File: src/rtl/i2cm_pkg.sv
// Package: I2C master bit engine commands, widths and stream field positions.
`timescale 1ns / 1ps
`default_nettype none
package i2cm_pkg;

  // Phase delay counter width
  localparam int unsigned DELAY_WIDTH = 16;
  localparam int unsigned CFG_WIDTH   = 16;

  // Command codes
  localparam logic [2:0] CMD_NONE    = 3'd0;
  localparam logic [2:0] CMD_START   = 3'd1;
  localparam logic [2:0] CMD_STOP    = 3'd2;
  localparam logic [2:0] CMD_WRITE   = 3'd3;
  localparam logic [2:0] CMD_READ    = 3'd4;
  localparam logic [2:0] CMD_WAITACK = 3'd5;
  localparam logic [2:0] CMD_ACK     = 3'd6;
  localparam logic [2:0] CMD_NACK    = 3'd7;

  // Stream widths (whole bytes)
  localparam int unsigned IN_TDATA_W  = 16;
  localparam int unsigned OUT_TDATA_W = 16;

  // Result bit positions in out_tdata
  localparam int unsigned OUT_SCL  = 0;
  localparam int unsigned OUT_SDA  = 1;
  localparam int unsigned OUT_BUSY = 2;
  localparam int unsigned OUT_DONE = 3;
  localparam int unsigned OUT_RD_LO = 4;
  localparam int unsigned OUT_ACK  = 12;

  typedef logic [OUT_TDATA_W-1:0] out_word_t;

endpackage
`default_nettype wire

File: src/rtl/i2c_master_bit_engine.sv
// Top level: I2C master bit engine, one bus tick per input transfer.
//
//   channel | direction | payload
//   in_     | slave     | tdata: mode, data_byte, sda_in
//   out_    | master    | tdata: scl_out, sda_out, busy_res, done_res, read_data, ack_bit
//   cfg_    | write     | delay_ticks
//
// Every accepted input transfer yields exactly one result transfer; the engine
// state advances once per transfer; one item is taken every cycle while in_tready is high.
// The result register plus a one-entry skid stage keep the input open while a
// result waits. Reset (rst_n low, synchronous) idles the bus with SCL and SDA
// high and empties both output stages. in_tready drops only while the skid
// stage holds a result.
`timescale 1ns / 1ps
`default_nettype none
module i2c_master_bit_engine (
  input  wire                                 clk,
  input  wire                                 rst_n,
  // [2:0] mode, [10:3] data_byte, [11] sda_in, [15:12] zero
  input  wire  [i2cm_pkg::IN_TDATA_W-1:0]     in_tdata,
  input  wire                                 in_tvalid,
  output logic                                in_tready,
  // [0] scl_out, [1] sda_out, [2] busy_res, [3] done_res, [11:4] read_data,
  // [12] ack_bit, [15:13] zero
  output logic [i2cm_pkg::OUT_TDATA_W-1:0]    out_tdata,
  output logic                                out_tvalid,
  input  wire                                 out_tready,
  input  wire                                 cfg_wr_en,
  input  wire  [i2cm_pkg::CFG_WIDTH-1:0]      cfg_wr_data
);
  import i2cm_pkg::*;

  // Configuration
  logic [CFG_WIDTH-1:0]   delay_ticks_r;

  // Engine state
  logic [1:0]             phase_r,    phase_nxt;
  logic [2:0]             bit_idx_r,  bit_idx_nxt;
  logic [DELAY_WIDTH-1:0] dly_cnt_r,  dly_cnt_nxt;
  logic [7:0]             shift_r,    shift_nxt;
  logic [2:0]             cmd_r,      cmd_nxt;
  logic                   scl_r,      scl_nxt;
  logic                   sda_r,      sda_nxt;
  logic                   busy_r,     busy_nxt;
  logic                   ack_r,      ack_nxt;
  logic [7:0]             rd_hold_r,  rd_hold_nxt;
  logic                   done_nxt;

  // Output stages
  out_word_t              out_data_r, skid_data_r, result;
  logic                   out_valid_r, skid_valid_r;

  logic                   accept;
  logic [2:0]             in_mode;
  logic [7:0]             in_byte;
  logic                   in_sda;
  logic [DELAY_WIDTH-1:0] dly_load;
  logic [1:0]             last_phase;
  logic                   do_enter;

  assign in_mode = in_tdata[2:0];
  assign in_byte = in_tdata[10:3];
  assign in_sda  = in_tdata[11];
  assign accept  = in_tvalid && in_tready;

  // Delay reload, zero counts as one
  always_comb begin
    dly_load = DELAY_WIDTH'(delay_ticks_r);
    if (dly_load == '0) begin
      dly_load = DELAY_WIDTH'(1);
    end
  end

  // Last phase index of one bit for the running command
  always_comb begin
    case (cmd_r)
      CMD_STOP: last_phase = 2'd0;
      CMD_READ: last_phase = 2'd1;
      default:  last_phase = 2'd2;
    endcase
  end

  // Next engine state for one tick
  always_comb begin
    phase_nxt   = phase_r;
    bit_idx_nxt = bit_idx_r;
    dly_cnt_nxt = dly_cnt_r;
    shift_nxt   = shift_r;
    cmd_nxt     = cmd_r;
    scl_nxt     = scl_r;
    sda_nxt     = sda_r;
    busy_nxt    = busy_r;
    ack_nxt     = ack_r;
    rd_hold_nxt = rd_hold_r;
    done_nxt    = 1'b0;
    do_enter    = 1'b0;

    if (busy_r) begin
      dly_cnt_nxt = dly_cnt_r - DELAY_WIDTH'(1);
      if (dly_cnt_nxt == '0) begin
        // sample at the end of a high-SCL phase
        if (cmd_r == CMD_READ && phase_r == 2'd0) begin
          shift_nxt = {shift_r[6:0], in_sda};
        end else if (cmd_r == CMD_WAITACK && phase_r == 2'd1) begin
          ack_nxt = in_sda;
        end
        if (phase_r == last_phase) begin
          phase_nxt = 2'd0;
          if ((cmd_r == CMD_WRITE || cmd_r == CMD_READ) && bit_idx_r != 3'd7) begin
            bit_idx_nxt = bit_idx_r + 3'd1;
            do_enter    = 1'b1;
          end else begin
            // command finished
            if (cmd_r == CMD_STOP || cmd_r == CMD_ACK) begin
              sda_nxt = 1'b1;
            end
            if (cmd_r == CMD_READ) begin
              rd_hold_nxt = shift_nxt;
            end
            busy_nxt    = 1'b0;
            bit_idx_nxt = 3'd0;
            dly_cnt_nxt = '0;
            cmd_nxt     = CMD_NONE;
            done_nxt    = 1'b1;
          end
        end else begin
          phase_nxt = phase_r + 2'd1;
          do_enter  = 1'b1;
        end
      end
    end else if (in_mode != CMD_NONE) begin
      cmd_nxt     = in_mode;
      phase_nxt   = 2'd0;
      bit_idx_nxt = 3'd0;
      shift_nxt   = (in_mode == CMD_WRITE) ? in_byte : 8'd0;
      busy_nxt    = 1'b1;
      do_enter    = 1'b1;
    end

    // Line changes on phase entry
    if (do_enter) begin
      case (cmd_nxt)
        CMD_START: begin
          if (phase_nxt == 2'd0) begin
            sda_nxt = 1'b1;
            scl_nxt = 1'b1;
          end else if (phase_nxt == 2'd1) begin
            sda_nxt = 1'b0;
          end else begin
            scl_nxt = 1'b0;
          end
        end
        CMD_STOP: begin
          sda_nxt = 1'b0;
          scl_nxt = 1'b1;
        end
        CMD_WRITE: begin
          if (phase_nxt == 2'd0) begin
            sda_nxt = shift_nxt[7];
          end else if (phase_nxt == 2'd1) begin
            scl_nxt = 1'b1;
          end else begin
            scl_nxt = 1'b0;
            if (bit_idx_nxt == 3'd7) begin
              sda_nxt = 1'b1;
            end
            shift_nxt = {shift_nxt[6:0], 1'b0};
          end
        end
        CMD_READ: begin
          scl_nxt = (phase_nxt == 2'd0);
        end
        default: begin
          // wait ack, ack, nack
          if (phase_nxt == 2'd0) begin
            sda_nxt = (cmd_nxt != CMD_ACK);
          end else if (phase_nxt == 2'd1) begin
            scl_nxt = 1'b1;
          end else begin
            scl_nxt = 1'b0;
          end
        end
      endcase
      dly_cnt_nxt = dly_load;
    end
  end

  // Pack the result word
  always_comb begin
    result           = '0;
    result[OUT_SCL]  = scl_nxt;
    result[OUT_SDA]  = sda_nxt;
    result[OUT_BUSY] = busy_nxt;
    result[OUT_DONE] = done_nxt;
    result[OUT_RD_LO +: 8] = rd_hold_nxt;
    result[OUT_ACK]  = ack_nxt;
  end

  // Configuration register
  always_ff @(posedge clk) begin
    if (!rst_n) begin
      delay_ticks_r <= CFG_WIDTH'(100);
    end else if (cfg_wr_en) begin
      delay_ticks_r <= cfg_wr_data;
    end
  end

  // Engine state advances on each accepted transfer
  always_ff @(posedge clk) begin
    if (!rst_n) begin
      phase_r   <= 2'd0;
      bit_idx_r <= 3'd0;
      dly_cnt_r <= '0;
      shift_r   <= 8'd0;
      cmd_r     <= CMD_NONE;
      scl_r     <= 1'b1;
      sda_r     <= 1'b1;
      busy_r    <= 1'b0;
      ack_r     <= 1'b0;
      rd_hold_r <= 8'd0;
    end else if (accept) begin
      phase_r   <= phase_nxt;
      bit_idx_r <= bit_idx_nxt;
      dly_cnt_r <= dly_cnt_nxt;
      shift_r   <= shift_nxt;
      cmd_r     <= cmd_nxt;
      scl_r     <= scl_nxt;
      sda_r     <= sda_nxt;
      busy_r    <= busy_nxt;
      ack_r     <= ack_nxt;
      rd_hold_r <= rd_hold_nxt;
    end
  end

  // Output register with skid stage
  always_ff @(posedge clk) begin
    if (!rst_n) begin
      out_valid_r  <= 1'b0;
      skid_valid_r <= 1'b0;
    end else if (!out_valid_r || out_tready) begin
      if (skid_valid_r) begin
        out_valid_r  <= 1'b1;
        skid_valid_r <= 1'b0;
      end else begin
        out_valid_r <= accept;
      end
    end else if (accept) begin
      skid_valid_r <= 1'b1;
    end
  end

  always_ff @(posedge clk) begin
    if (!out_valid_r || out_tready) begin
      out_data_r <= skid_valid_r ? skid_data_r : result;
    end else if (accept) begin
      skid_data_r <= result;
    end
  end

  assign in_tready  = !skid_valid_r;
  assign out_tvalid = out_valid_r;
  assign out_tdata  = out_data_r;

endmodule
`default_nettype wire

File: config.mk
export PLATFORM = sky130hd
export DESIGN_NAME = i2c_master_bit_engine
export DESIGN_NICKNAME = d
export VERILOG_FILES = /design/src/rtl/i2cm_pkg.sv /design/src/rtl/i2c_master_bit_engine.sv
export SDC_FILE = /design/constraint.sdc
export NUM_CORES = 1
export LEC_CHECK = 0
export ABC_AREA = 1
export BUFFER_PORTS_ARGS = -buffer_cell sky130_fd_sc_hd__buf_4
export CAP_MARGIN = 20
export CORE_ASPECT_RATIO = 2
export CORE_UTILIZATION = 55
export CTS_CLUSTER_SIZE = 25
export DETAILED_ROUTE_END_ITERATION = 12
export PLACE_DENSITY = 0.76
export SYNTH_ARGS = -nofsm -noshare
export SYNTH_HDL_FRONTEND = slang
export SYNTH_SLANG_ARGS = --single-unit
File: constraint.sdc
create_clock -name clk -period 3 [get_ports clk]
set_clock_uncertainty 0.05 [all_clocks]
set_input_delay 0.75 -clock clk [delete_from_list [all_inputs] [get_ports clk]]
set_output_delay 0.75 -clock clk [all_outputs]
set_load 0.02 [all_outputs]
# Word level (Yosys, flattened, before mapping)
# Cells that the tools add are included.
# W data, S select, Z words.
# classes
add_sub_neg	3
eq_ne	16
muxes	71
bitwise_logic	2
n_reduce_logical	18
# op_table
cell	n
$mux W8	14
$mux W16	6
$mux W1	33
$logic_not A16 Y1	2
$mux W3	10
$sub A16 B1 Y16 const B	1
$eq A3 B2 Y1 const B	5
$eq A3 B3 Y1 const B	5
$mux W13	1
$mux W2	4
$ne A3 B3 Y1 const B	2
$eq A2 B1 Y1 const B	2
$logic_and A1 B1 Y1	4
$logic_not A2 Y1	2
$pmux W1 S4	1
$pmux W2 S2	1
$reduce_and A2 Y1	2
$add A3 B1 Y3 const B	1
$eq A3 B1 Y1 const B	1
$logic_or A1 B1 Y1	3
$pmux W1 S3	1
$reduce_bool A3 Y1	1
$add A2 B1 Y2 const B	1
$eq A2 B2 Y1	1
other kinds (4)	6
# word_totals
register_bits	88
inputBits	37
out_inout_bits	18
elab_cells	125

# Depth between registers and ports, before layout
# Gate-level depths: netlist (run 1).
# depth
depth_word	14
depth_mapped	21
depth_no_buf	21

# Worst setup path before layout (run 1)
# OpenSTA, ideal clock, no wires.
# synth_timing
path_type	register -> register
start	register dly_cnt_r[0]
end	register out_data_r[12] (netlist: out_tdata[12]) (data pin)
setup_time_ns	0.258
arrival_ns	2.147
required_time_ns	2.692
slack_ns	0.545
stages_incl_launch_ff	15
path_buffers	0
synth_period_minus_slack_ns	2.455
path_cell_list	dfxtp_1 inv_2 ha_1 nand2_4 nor2_2 nand2_1 nand2_1 nand2_2 nor2_4 nand2_1 nor2_4 nand2_2 or4_1 o21ai_2 o21ai_2
# synth_between
elab_chain_cells	5
# synth_rtl
item	line_no	text
from (decl)	i2c_master_bit_engine.sv:39	logic [DELAY_WIDTH-1:0] dly_cnt_r, dly_cnt_nxt;
from (signal assigned)	i2c_master_bit_engine.sv:224	dly_cnt_r <= dly_cnt_nxt;
$sub A16 B1 Y16	i2c_master_bit_engine.sv:99	dly_cnt_nxt = dly_cnt_r - DELAY_WIDTH'(1);
$logic_not A16 Y1	i2c_master_bit_engine.sv:100	if (dly_cnt_nxt == '0) begin
$mux W1	i2c_master_bit_engine.sv:100	
$mux W1	i2c_master_bit_engine.sv:98	if (busy_r) begin
$mux W13	i2c_master_bit_engine.sv:254	out_data_r <= skid_valid_r ? skid_data_r : result;
to (signal assigned)	i2c_master_bit_engine.sv:254	
to (decl)	i2c_master_bit_engine.sv:50	out_word_t out_data_r, skid_data_r, result;
# Every way passes these cells.
# A chain may end at the register's enable or synchronous reset.

# Worst setup path in the final report (run 1)
# layout_timing
start	register dly_cnt_r[1]
end	register out_data_r[1] (netlist: out_tdata[1]) (data pin)
# layout_between
elab_chain_cells	11
word_cells_on_any_way	31
classes_between	add/sub: 1; eq/ne: 7; mux: 21; reduce/logical: 2
# layout_rtl
item	line_no	text
$sub A16 B1 Y16 *	i2c_master_bit_engine.sv:99	
$logic_not A16 Y1 *	i2c_master_bit_engine.sv:100	
$mux W3	i2c_master_bit_engine.sv:100	
$mux W3	i2c_master_bit_engine.sv:98	
$eq A3 B3 Y1	i2c_master_bit_engine.sv:164	if (bit_idx_nxt == 3'd7) begin
$mux W1	i2c_master_bit_engine.sv:164	
$mux W1	i2c_master_bit_engine.sv:160	end else if (phase_nxt == 2'd1) begin
$mux W1	i2c_master_bit_engine.sv:158	if (phase_nxt == 2'd0) begin
$pmux W1 S4	i2c_master_bit_engine.sv:142	case (cmd_nxt)
$mux W1 *	i2c_master_bit_engine.sv:141	if (do_enter) begin
net sda_nxt	i2c_master_bit_engine.sv:43	logic sda_r, sda_nxt;
$mux W13 *	i2c_master_bit_engine.sv:254	
# Mark *: on every way through the listed nets, which the timed path passes. The rest lies on a longest branch.

==> results of run 1 <==
metal layers:
layer  vias to the layer above  GRT usage  routed length (µm)
met2                       167      0.545                7680
met3                        65     0.0350                 453
li1                       2579          -                   -
met1                      2414      0.280                4910
met4                         0      0.248                1060
met5                         -          0                   0
state kept, by name, indices dropped and copies added (netlist names), 2 cells and up:
signal and flops:
phase_r 2, bit_idx_r 3, shift_r 8, out_tdata 13, skid_data_r 13, delay_ticks_r 16
rd_hold_r 8, dly_cnt_r 16, cmd_r 3
worst paths after layout:
check                   start               end  cells past startpoint
max reg2reg      dly_cnt_r[1]      out_tdata[1]                     20
min          delay_ticks_r[8]  delay_ticks_r[8]                      2
min reg2reg  delay_ticks_r[8]  delay_ticks_r[8]                      2
max              dly_cnt_r[1]      out_tdata[1]                     20
critical path, delay by kind of cell, from the launching register on:
kind | cells | cell delay (ns)
fa+ha+maj | 1 | 0.19
buf+inv | 1 | 0.08
simple gates | 18 | 1.87
flops | 1 | 0.39
power groups by stage:
stage	clock network, mW	logic [mW]	registers [mW]
global route	1.18	0.816	1.37
CTS	1.14	0.719	1.36
global placement	0	0.693	1.38
finish	1.13	0.738	1.36
floorplan	0	0.482	1.40
detailed placement	0	0.713	1.38
cells by family (layout without fill, tap and decap cells):
kind of cell	count (synthesis)	after routing	share of synthesized area
buffers and inverters	143	194	0.110
AO/OA/AOI/OAI	164	164	0.174
multiplexers	1	1	0.00189
adder cells (fa/ha/maj)	6	6	0.0142
other	1	3	0.000710
XOR/XNOR	1	1	0.00166
flip-flops	88	88	0.383
AND/OR/NAND/NOR	359	359	0.315
per-stage QoR:
stage / setup slack, ns / setup TNS (ns) / power, mW / cells / utilization
finish: 0.176 / 0 / 3.23 / 920 / 0.655
global route: 0.0235 / 0 / 3.36 / 920 / 0.655
CTS: 0.0146 / 0 / 3.21 / 919 / 0.649
global placement: 0.0326 / 0 / 2.07 / 903 / 0.617
detailed placement: -0.0161 / -0.0161 / 2.10 / 903 / 0.617
floorplan: 0.545 / 0 / 1.88 / 765 / -
area by class of cell:
type	count	area, µm²	area share
Clock inverter	7	73.8	0.0121
Timing Repair Buffer	65	488	0.0799
Sequential cell	88	2020	0.331
Tap cell	104	130	0.0213
Multi-Input combinational cell	534	2740	0.449
Clock buffer	9	225	0.0369
Inverter	113	429	0.0703
cells in the final DEF (no fill, tap or decap), types with 4 or more instances in the layout:
cell type and instances:
buf_4 65, inv_1 100, a21oi_1 53, nor2_1 61, nand4_1 13, nand2_2 12, o221ai_1 6, dfxtp_1 62
o21ai_1 14, clkbuf_16 9, ha_1 5, inv_2 10, nand3_2 7, nand3_1 45, a211oi_1 4, o21ai_2 10
nand2_1 188, nor2_4 10, edfxtp_1 26, nor2_2 12, a31oi_1 4, o21ai_0 64
==> metrics.md, run 1 <==
| Metric | Value |
|---|---|
| Run status | `finished with violations` |
| Violated checks | `DRC` |
| CTS Hold Bufs | `0` |
| Chip width | `71.3 µm` |
| Cell Rows | `50` |
| #FFs+latches synth | `about 90` |
| H-tree depth | `3` |
| Clk sinks | `just under 90` |
| GP Congestion | `about 0.92` |
| Max-slew violations | `0` |
| Critical path type | `reg2reg` |
| Least-Margin Pin Slew | `0.712 ns` |
| YS warnings | `0` |
| Mapped Cells | `763` |
| Buffers on Ports | `between 40 and 50` |
| Slew margin rel. | `0.525` |
| WL per Instance | `15.3 µm` |
| PwrDens | `529 mW/mm²` |
| Data arrival, critical path | `2.89 ns` |
| Pin count of the biggest net entering global routing | `38` |
| Flop pwr share | `0.421` |
| DR iter-0 viols | `385` |
| Sw power | `about 1.1 mW` |
| CP peak stage delay | `0.39 ns` |
| Final min period | `roughly 2.8 ns` |
| Worst IR Drop VDD | `0.000399 V` |
| Top cell type by total area after synthesis | `dfxtp_1` |
| Final instance area | `0.00611 mm²` |
| Cts bufs inserted | `9` |
| DP Wirelength | `around 10 mm` |
| Initial Utilization | `0.567` |
| Critical-path maximum fanout | `7` |
| # IOs | `55` |
| Most frequent cells after synthesis | `188 x nand2_1, 102 x inv_1, 65 x nor2_1` |
| Unrepaired setup endpoints after global routing | `no` |
| Synth Flop Type | `dfxtp_1` |
| Final setup viols | `0` |
| Clk pwr share | `0.351` |
| Initial antenna violation count | `0` |
| Fill cells | `836` |
| Cell variety after synth | `44` |
| Total GRT Usage | `0.296` |
| Antenna diodes | `0` |
| Int Power | `2.15 mW` |
| Critical Path End Type | `flip-flop` |
| First-pass DRT Iterations | `11` |
| R2R setup slack | `0.18 ns` |
| Synth top area share | `0.235` |
| Core area | `0.00932 mm²` |
| Vias in the first global route | `approximately 5000` |
| Synthesized area per cell | `6.93 µm²` |
| Switching Share | `0.336` |
| Clock-pin slew on the worst setup and hold paths | `approximately 0.070 ns` |
| Crit-path cells | `inv_2 -> ha_4 -> nand2_1 -> nand2_1 -> nor2_1 -> nand3_2 -> nor2_2 -> nand3b_1 -> nor2_4 -> nand2_2 -> nand2_2 -> nand3_4 -> nand2_8 -> nor2_4 -> nand2_2 -> nor2_2 -> nor2_2 -> nand3_2 -> nand2_1 -> nand2_1` |
| Tcrit/Tclk final | `0.941` |
| Clock root buffer | `clkbuf_16` |
| Final global-route overflow total | `0` |
| Die Ht | `141 µm` |
| Largest cells by area after synthesis | `dfxtp_1 23%, edfxtp_1 15%, nand2_1 13%, inv_1 7.2%, o21ai_0 6.1%` |
| Post-CTS sizing | `0` |
| DRC errors left | `5` |
| Most common cell in the netlist | `nand2_1` |
| Via density | `5.68` |
| Combinational share of power | `0.228` |
| Share of cells above drive strength 1 | `0.186` |
| CTS Buffer Depth | `2` |
| Crit-path slowest cell | `dfxtp_1` |
| Max-cap violations | `0` |
| Clock Latency Late Sink | `around 0.35 ns` |
| Mapped cell area | `0.00529 mm²` |
| CP most frequent cell | `nand2_1` |
| CTS tree | `yes` |
| Startpoint Class | `flip-flop` |
| EDFF count, synth | `26` |
| Die Area | `around 0.01 mm²` |
| Hold Vio Cnt, Final | `0` |
| Vias | `5225` |
| Drt total wl | `14.1 mm` |
| Area growth from synthesis to layout | `15.6%` |
| Hold Slack | `0.426 ns` |
| Worst path required time | `just over 3 ns` |
| First-pass GRT wire length | `22.9 mm` |
| Post-synthesis sequential area ratio | `0.383` |
| Final net count | `about 850` |
| Placed Instance Area | `0.00575 mm²` |
| Type of the worst min-delay path | `reg2reg` |
| Setup repair bufs after CTS | `0` |
| Post-synthesis async set-or-reset flop share | `0` |
| Routed Antenna Nets | `0` |
| Leakage | `approximately 2.8 nW` |
| FMAX | `354 MHz` |
(Power assumes the default switching activity.)
==> run 2, diff against run 1 <==
--- a/config.mk
+++ b/config.mk
@@ -5,11 +5,12 @@
 export SDC_FILE = /design/constraint.sdc
 export NUM_CORES = 1
 export LEC_CHECK = 0
-export ABC_AREA = 1
 export BUFFER_PORTS_ARGS = -buffer_cell sky130_fd_sc_hd__buf_4
 export CAP_MARGIN = 20
 export CORE_ASPECT_RATIO = 2
+export CORE_MARGIN = 2
 export CORE_UTILIZATION = 55
+export CTS_BUF_LIST = sky130_fd_sc_hd__clkbuf_4
 export CTS_CLUSTER_SIZE = 25
 export DETAILED_ROUTE_END_ITERATION = 12
 export PLACE_DENSITY = 0.76
==> run 2 against run 1 <==
The run ends with setup timing left. Flip-flop and latch count stayed put. Wire length is 16% higher. Clock-buffer cell count grew 1. Core utilization increased by 11 points. First-iteration DRC count grew 6.0%. Non-clock buffer count grew 95. Synthesized cell count down 23%. Critical path type unchanged. Largest power group unchanged.
==> metrics.md, run 2 <==
| Metric | Value |
|---|---|
| Top layer in use | `met4` |
| Most frequent cells after synthesis | `92 x nand2_1, 62 x dfxtp_1, 58 x nor2_1` |
| Critical Path End Type | `flip-flop` |
| Met3 WL post-DR | `about 850 µm` |
| Post-synthesis async set-or-reset flop share | `0` |
| Total GRT Usage | `0.306` |
| Die Area | `0.0100 mm²` |
| Data arrival, critical path | `3.65 ns` |
| Leakage | `~2.8 nW` |
| Mapped Cells | `586` |
| H-tree depth | `3` |
| WL per Instance | `19.7 µm` |
| Initial Utilization | `0.564` |
| Worst path required time | `roughly 3.3 ns` |
| Vias in the first global route | `roughly 5300` |
| Initial antenna violation count | `1` |
| Worst IR Drop VDD | `between 0.0003 and 0.0004 V` |
| DRC errors left | `0` |
| Finished Layout Cells | `829` |
| Largest family of logic cells by synthesized area | `simple AND/OR/NAND/NOR gates` |
| Area growth from synthesis to layout | `36.3%` |
| Type of the worst min-delay path | `reg2reg` |
| #FFs+latches synth | `88` |
| Buffers on Ports | `47` |
| Routed Antenna Nets | `0` |
| Crit-path slowest cell | `or4_4` |
| Placed Instance Area | `0.00617 mm²` |
| Top Registers | `delay_ticks_r: 16 flops, dly_cnt_r: 16 flops` |
| Vias | `5318` |
| Top cell type by total area after synthesis | `dfxtp_1` |
| Clk sinks | `88` |
| Most frequent cells in the layout | `144 x buf_4, 91 x nand2_1, 57 x dfxtp_1, 56 x nor2_1, 26 x edfxtp_1` |
| Most common cell after layout, fill and taps aside | `buf_4` |
| Final net count | `764` |
| Synthesized area per cell | `8.62 µm²` |
| EDFF count, synth | `26` |
| Max-cap violations | `0` |
| Synth top area share | `0.246` |
| FMAX | `just under 300 MHz` |
| Simple-Gate Fraction of Synth Area | `0.262` |
| Violated checks | `setup timing` |
| M1 wire length | `5.27 mm` |
| CTS Buffer Depth | `2` |
| DR iter-0 viols | `408` |
| XOR/XNOR Fraction of Synth Area | `0.0121` |
| Hold Slack | `0.421 ns` |
| Cts bufs inserted | `9` |
| Final min period | `3.40 ns` |
| Via density | `roughly 6.4` |
| Fill cells | `640` |
| Cell Rows | `49` |
| Tcrit/Tclk final | `1.13` |
| Core Util, Final | `0.770` |
| Final Power | `3.01 mW` |
| Met2 wire len | `8.83 mm` |
| Final setup viols | `50` |
| # IOs | `55` |
| GP Congestion | `0.934` |
| Slew margin rel. | `0.546` |
| Final instance area | `0.00689 mm²` |
| Hold Vio Cnt, Final | `0` |
| Least-Margin Pin Slew | `0.675 ns` |
| First-pass DRT Iterations | `6` |
| Unrepaired setup endpoints after global routing | `yes` |
| Setup total negative slack | `-9.84 ns` |
| Post-synthesis mux area share | `0.0562` |
| Startpoint Class | `flip-flop` |
| Largest cells by area after synthesis | `dfxtp_1 25%, edfxtp_1 15%, nand2_1 6.8%, mux2i_1 5.0%, nor2_1 4.3%` |
| CP peak stage delay | `0.57 ns` |
| YS warnings | `0` |
| Post-synthesis sequential area ratio | `0.400` |
| Clock-pin slew on the worst setup and hold paths | `0.14 ns` |
| R2R setup slack | `-0.40 ns` |
| CTS Hold Bufs | `0` |
| DP Wirelength | `11.4 mm` |
| DP Cell Count | `795` |
| Mapped cell area | `0.00505 mm²` |
| Critical path type | `reg2reg` |
| CP most frequent cell | `a211oi_2` |
| Cell variety after synth | `87` |
| Critical-path maximum fanout | `5` |
| Final global-route overflow total | `0` |
| Max-slew violations | `0` |
| First-pass GRT wire length | `~24 mm` |
| CTS tree | `yes` |
| Die Ht | `~140 µm` |
| Synth Area in Compound Gates | `0.203` |
| Crit-path cells | `inv_4 -> ha_4 -> or3b_4 -> buf_6 -> nor4_4 -> xnor2_2 -> nand4b_4 -> or4_4 -> a211o_1 -> a211oi_2 -> a211oi_2 -> o31ai_2` |
| Worst slack at placement | `-0.476 ns` |
| Run status | `finished with violations` |
| Adder-Cell Fraction of Synth Area | `0.0149` |
| Chip width | `71.8 µm` |
| PwrDens | `437 mW/mm²` |
| Pin count of the biggest net entering global routing | `26` |
| Most common cell in the netlist | `nand2_1` |
| Synth Flop Type | `dfxtp_1` |
| Final WS setup | `-0.399 ns` |
| Clock root buffer | `clkbuf_4` |
| Drt total wl | `16.3 mm` |
| Clock Latency Late Sink | `0.47 ns` |
| Share of cells above drive strength 1 | `0.388` |
| Core area | `0.00895 mm²` |
run 2: cell count changes after synthesis, sizes merged, moves of 9 or more:
cell,delta
mux2i,+24
nor3,+25
nand2,-112
nand3,-32
a221oi,+9
a21oi,-19
o31ai,+9
nand4,-11
nor2,-25
inv,-99
o21ai,-64
run 2: cell type report:
class / instances / area, µm² / share of cell area
Multi-Input combinational cell: 450 / 3260 / 0.473
Sequential cell: 88 / 2030 / 0.295
Timing Repair Buffer: 160 / 1270 / 0.185
Tap cell: 102 / 128 / 0.0185
Clock buffer: 10 / 75.1 / 0.0109
Clock inverter: 6 / 75.1 / 0.0109
Inverter: 12 / 47.5 / 0.00690
Antenna cell: 1 / 2.50 / 0.000363
run 2: cell families after synthesis:
logic type                 count (synthesis)
adders and majority gates                  6
AOI/OAI and AO/OA                        140
and+or+nand+nor                          266
xor gates and xnor gates                   7
DFF                                       88
buffers and inverters                     50
other                                      1
muxes                                     28
run 2: critical path: cells and delay by family (launching register included):
kind	cells	cell delay, ns
flip-flops	1	0.39
AO/OA/AOI/OAI	4	0.79
XOR/XNOR	1	0.20
buffers and inverters	2	0.20
AND/OR/NAND/NOR	4	1.48
adder cells (fa/ha/maj)	1	0.12
run 2: per-layer routing:
layer  track usage  up-vias
li1              -     2439
met1         0.287     2517
met2         0.563      257
met3        0.0492      105
met4         0.233        0
met5             0        -
run 2: final timing paths:
check                       to  cells after the start    startpoint
setup reg to reg  out_tdata[0]                     12  dly_cnt_r[1]
hold / removal    rd_hold_r[4]                      2  rd_hold_r[4]
hold reg to reg   rd_hold_r[4]                      2  rd_hold_r[4]
setup / recovery  out_tdata[0]                     12  dly_cnt_r[1]
run 2: report_power, final:
part           total (mW)  switching (mW)  internal [mW]
clock network       0.715           0.439          0.276
registers            1.34          0.0589           1.28
logic               0.953           0.506          0.448
run 2: repair_timing:
item                                    4_1_cts  5_1_grt
endpoints found under the setup margin       62       57
cloned                                        0        2
setup buffers                                 9        6
resized for setup                            53       50
pin swaps                                    22       14
==> run 3, diff against run 2 <==
--- a/config.mk
+++ b/config.mk
@@ -5,6 +5,7 @@
 export SDC_FILE = /design/constraint.sdc
 export NUM_CORES = 1
 export LEC_CHECK = 0
+export ABC_AREA = 1
 export BUFFER_PORTS_ARGS = -buffer_cell sky130_fd_sc_hd__buf_4
 export CAP_MARGIN = 20
 export CORE_ASPECT_RATIO = 2
@@ -13,7 +14,7 @@
 export CTS_BUF_LIST = sky130_fd_sc_hd__clkbuf_4
 export CTS_CLUSTER_SIZE = 25
 export DETAILED_ROUTE_END_ITERATION = 12
-export PLACE_DENSITY = 0.76
+export PLACE_DENSITY = 0.75
 export SYNTH_ARGS = -nofsm -noshare
 export SYNTH_HDL_FRONTEND = slang
 export SYNTH_SLANG_ARGS = --single-unit
==> run 3 against run 2 <==
Wire length decreased by 14%. Critical path depth increased by 5. Critical path type unchanged. Fmax increased by 21%. Design area decreased by 13%. Non-clock buffer count decreased by 87. Sequential share of layout area increased by 4.3 points. Clock power decreased by 3.8%. Final cell count increased by 12%. First-iteration DRC count decreased by 32%. Combinational power decreased by 22%. The run now ends clean. Clock-buffer cell count decreased by 1.
==> metrics.md, run 3 (synthesis gave the netlist of run 1 again) <==
| Metric | Value |
|---|---|
| Initial antenna violation count | `1` |
| Top Registers | `delay_ticks_r: 16 flops, dly_cnt_r: 16 flops` |
| Critical path type | `reg2reg` |
| Least-Margin Pin Slew | `between 0.7 and 0.8 ns` |
| CTS Buffer Depth | `2` |
| Most common cell after layout, fill and taps aside | `nand2_1` |
| Core Util, Final | `0.638` |
| Leakage | `2.82 nW` |
| Worst path required time | `3.19 ns` |
| First-pass DRT Iterations | `5` |
| Drt total wl | `between 10 and 15 mm` |
| Max-slew violations | `0` |
| Tcrit/Tclk final | `0.938` |
| Final min period | `2.81 ns` |
| Most frequent cells in the layout | `188 x nand2_1, 100 x inv_1, 73 x buf_4, 64 x o21ai_0, 64 x nor2_1` |
| Chip width | `73.3 µm` |
| Die Ht | `143 µm` |
| DP Wirelength | `10.7 mm` |
| Die Area | `about 0.010 mm²` |
| Flop pwr share | `0.487` |
| Slew margin rel. | `0.521` |
| Startpoint Class | `flip-flop` |
| # IOs | `55` |
| Clock root buffer | `clkbuf_4` |
| FMAX | `355 MHz` |
| Total GRT Usage | `0.282` |
| Vias in the first global route | `around 5000` |
| Critical-path maximum fanout | `16` |
| Run status | `finished clean` |
| Routed Antenna Nets | `0` |
| Buffers on Ports | `47` |
| Clock Latency Late Sink | `0.48 ns` |
| Pin count of the biggest net entering global routing | `38` |
| Initial Utilization | `0.563` |
| Final global-route overflow total | `0` |
| Vias | `between 5000 and 6000` |
| Switching Share | `0.368` |
| First-pass GRT wire length | `22.6 mm` |
| Clk pwr share | `0.246` |
| Max-cap violations | `0` |
| Critical Path End Type | `flip-flop` |
| H-tree depth | `3` |
| Cts bufs inserted | `9` |
| PwrDens | `467 mW/mm²` |
| Final net count | `862` |
| CTS tree | `yes` |
| CTS Hold Bufs | `0` |
| Via density | `5.54` |
| DR iter-0 viols | `277` |
| Share of cells above drive strength 1 | `0.192` |
| Data arrival, critical path | `about 3 ns` |
| Area growth from synthesis to layout | `13.3%` |
| Sw power | `1.03 mW` |
| Worst IR Drop VDD | `between 0.0003 and 0.0004 V` |
| DRC errors left | `0` |
| Final setup viols | `0` |
| GP Congestion | `0.898` |
| Combinational share of power | `0.267` |
| Setup total negative slack | `0 ns` |
| Clk sinks | `88` |
| WL per Instance | `15.1 µm` |
| Type of the worst min-delay path | `in2reg` |
| Core area | `0.00938 mm²` |
| Clock-pin slew on the worst setup and hold paths | `0.18 ns` |
| Int Power | `between 1.5 and 2 mW` |
| Cell Rows | `50` |
| Hold Vio Cnt, Final | `0` |
==> run 3: cell count changes in the layout (fill, tap and decap cells not counted), sizes merged, moves of 32 or more <==
cell   change
nand2    +112
o21ai     +64
buf       -86
inv       +99
nand3     +32
==> run 3: critical path: stages, from the launching register on <==
cell and delay (ns):
dfxtp_1 0.43, nor2_4 0.18, nand2_4 0.08, nand2_1 0.10
nand2_1 0.08, nor2_1 0.15, nand2_1 0.09, nor2_1 0.15
nand2_2 0.08, nor2_4 0.12, nand4_2 0.24, buf_4 0.25
clkinv_2 0.07, nand2_4 0.13, nand2_1 0.11, o21ai_2 0.08
nand2_1 0.09, nand2_1 0.07
==> run 3: routing by layer <==
layer,vias up,track usage,part of all wire
li1,2590,-,-
met1,2347,0.259,0.34
met2,156,0.536,0.56
met3,55,0.0402,0.038
met4,0,0.199,0.065
met5,-,0,0
==> run 3: per-stage QoR <==
| step | instances | instance area [µm²] | hold slack (ns) | setup WS, ns | power (mW) |
|---|---|---|---|---|---|
| final | 929 | 5990 | 0.423 | 0.186 | 2.80 |
| after global routing | 929 | 5990 | 0.424 | -0.00351 | 2.94 |
| after CTS | 924 | 5930 | 0.407 | 0.0350 | 2.79 |
| after detailed placement | 908 | 5790 | 0.403 | 0.0797 | 2.11 |
| after global placement | 908 | 5790 | 0.401 | 0.0867 | 2.09 |
| after floorplan | 765 | 5290 | 0.390 | 0.545 | 1.88 |
==> run 3: power groups by stage <==
stage | sequential (mW) | combinational, mW | clock, mW
after global placement | 1.38 | 0.708 | 0
after detailed placement | 1.39 | 0.724 | 0
after floorplan | 1.40 | 0.482 | 0
after global routing | 1.37 | 0.826 | 0.742
after CTS | 1.36 | 0.728 | 0.697
final | 1.36 | 0.746 | 0.688
==> run 3: layout make-up <==
cell class                      instances  area (µm²)
Fill cell                             883        3400
Inverter                              113         429
Clock buffer                            9        67.6
Sequential cell                        88        2020
Tap cell                              104         130
Antenna cell                            1        2.50
Timing Repair Buffer                   73         548
Clock inverter                          7        72.6
Multi-Input combinational cell        534        2720
==> run 3: timing repair <==
item                       in CTS  in global routing
resized for setup               0                  7
buffers inserted                0                  4
setup endpoints to repair       0                 49
==> run 3: worst paths after layout <==
kind / slack (ns) / cells after the start / startpoint / end
worst min-delay path: 0.42 / 3 / cfg_wr_data[6] / delay_ticks_r[6]
worst max-delay path: 0.19 / 17 / dly_cnt_r[2] / out_tdata[7]
worst max register to register: 0.19 / 17 / dly_cnt_r[2] / out_tdata[7]
worst min register to register: 0.44 / 2 / delay_ticks_r[9] / delay_ticks_r[9]
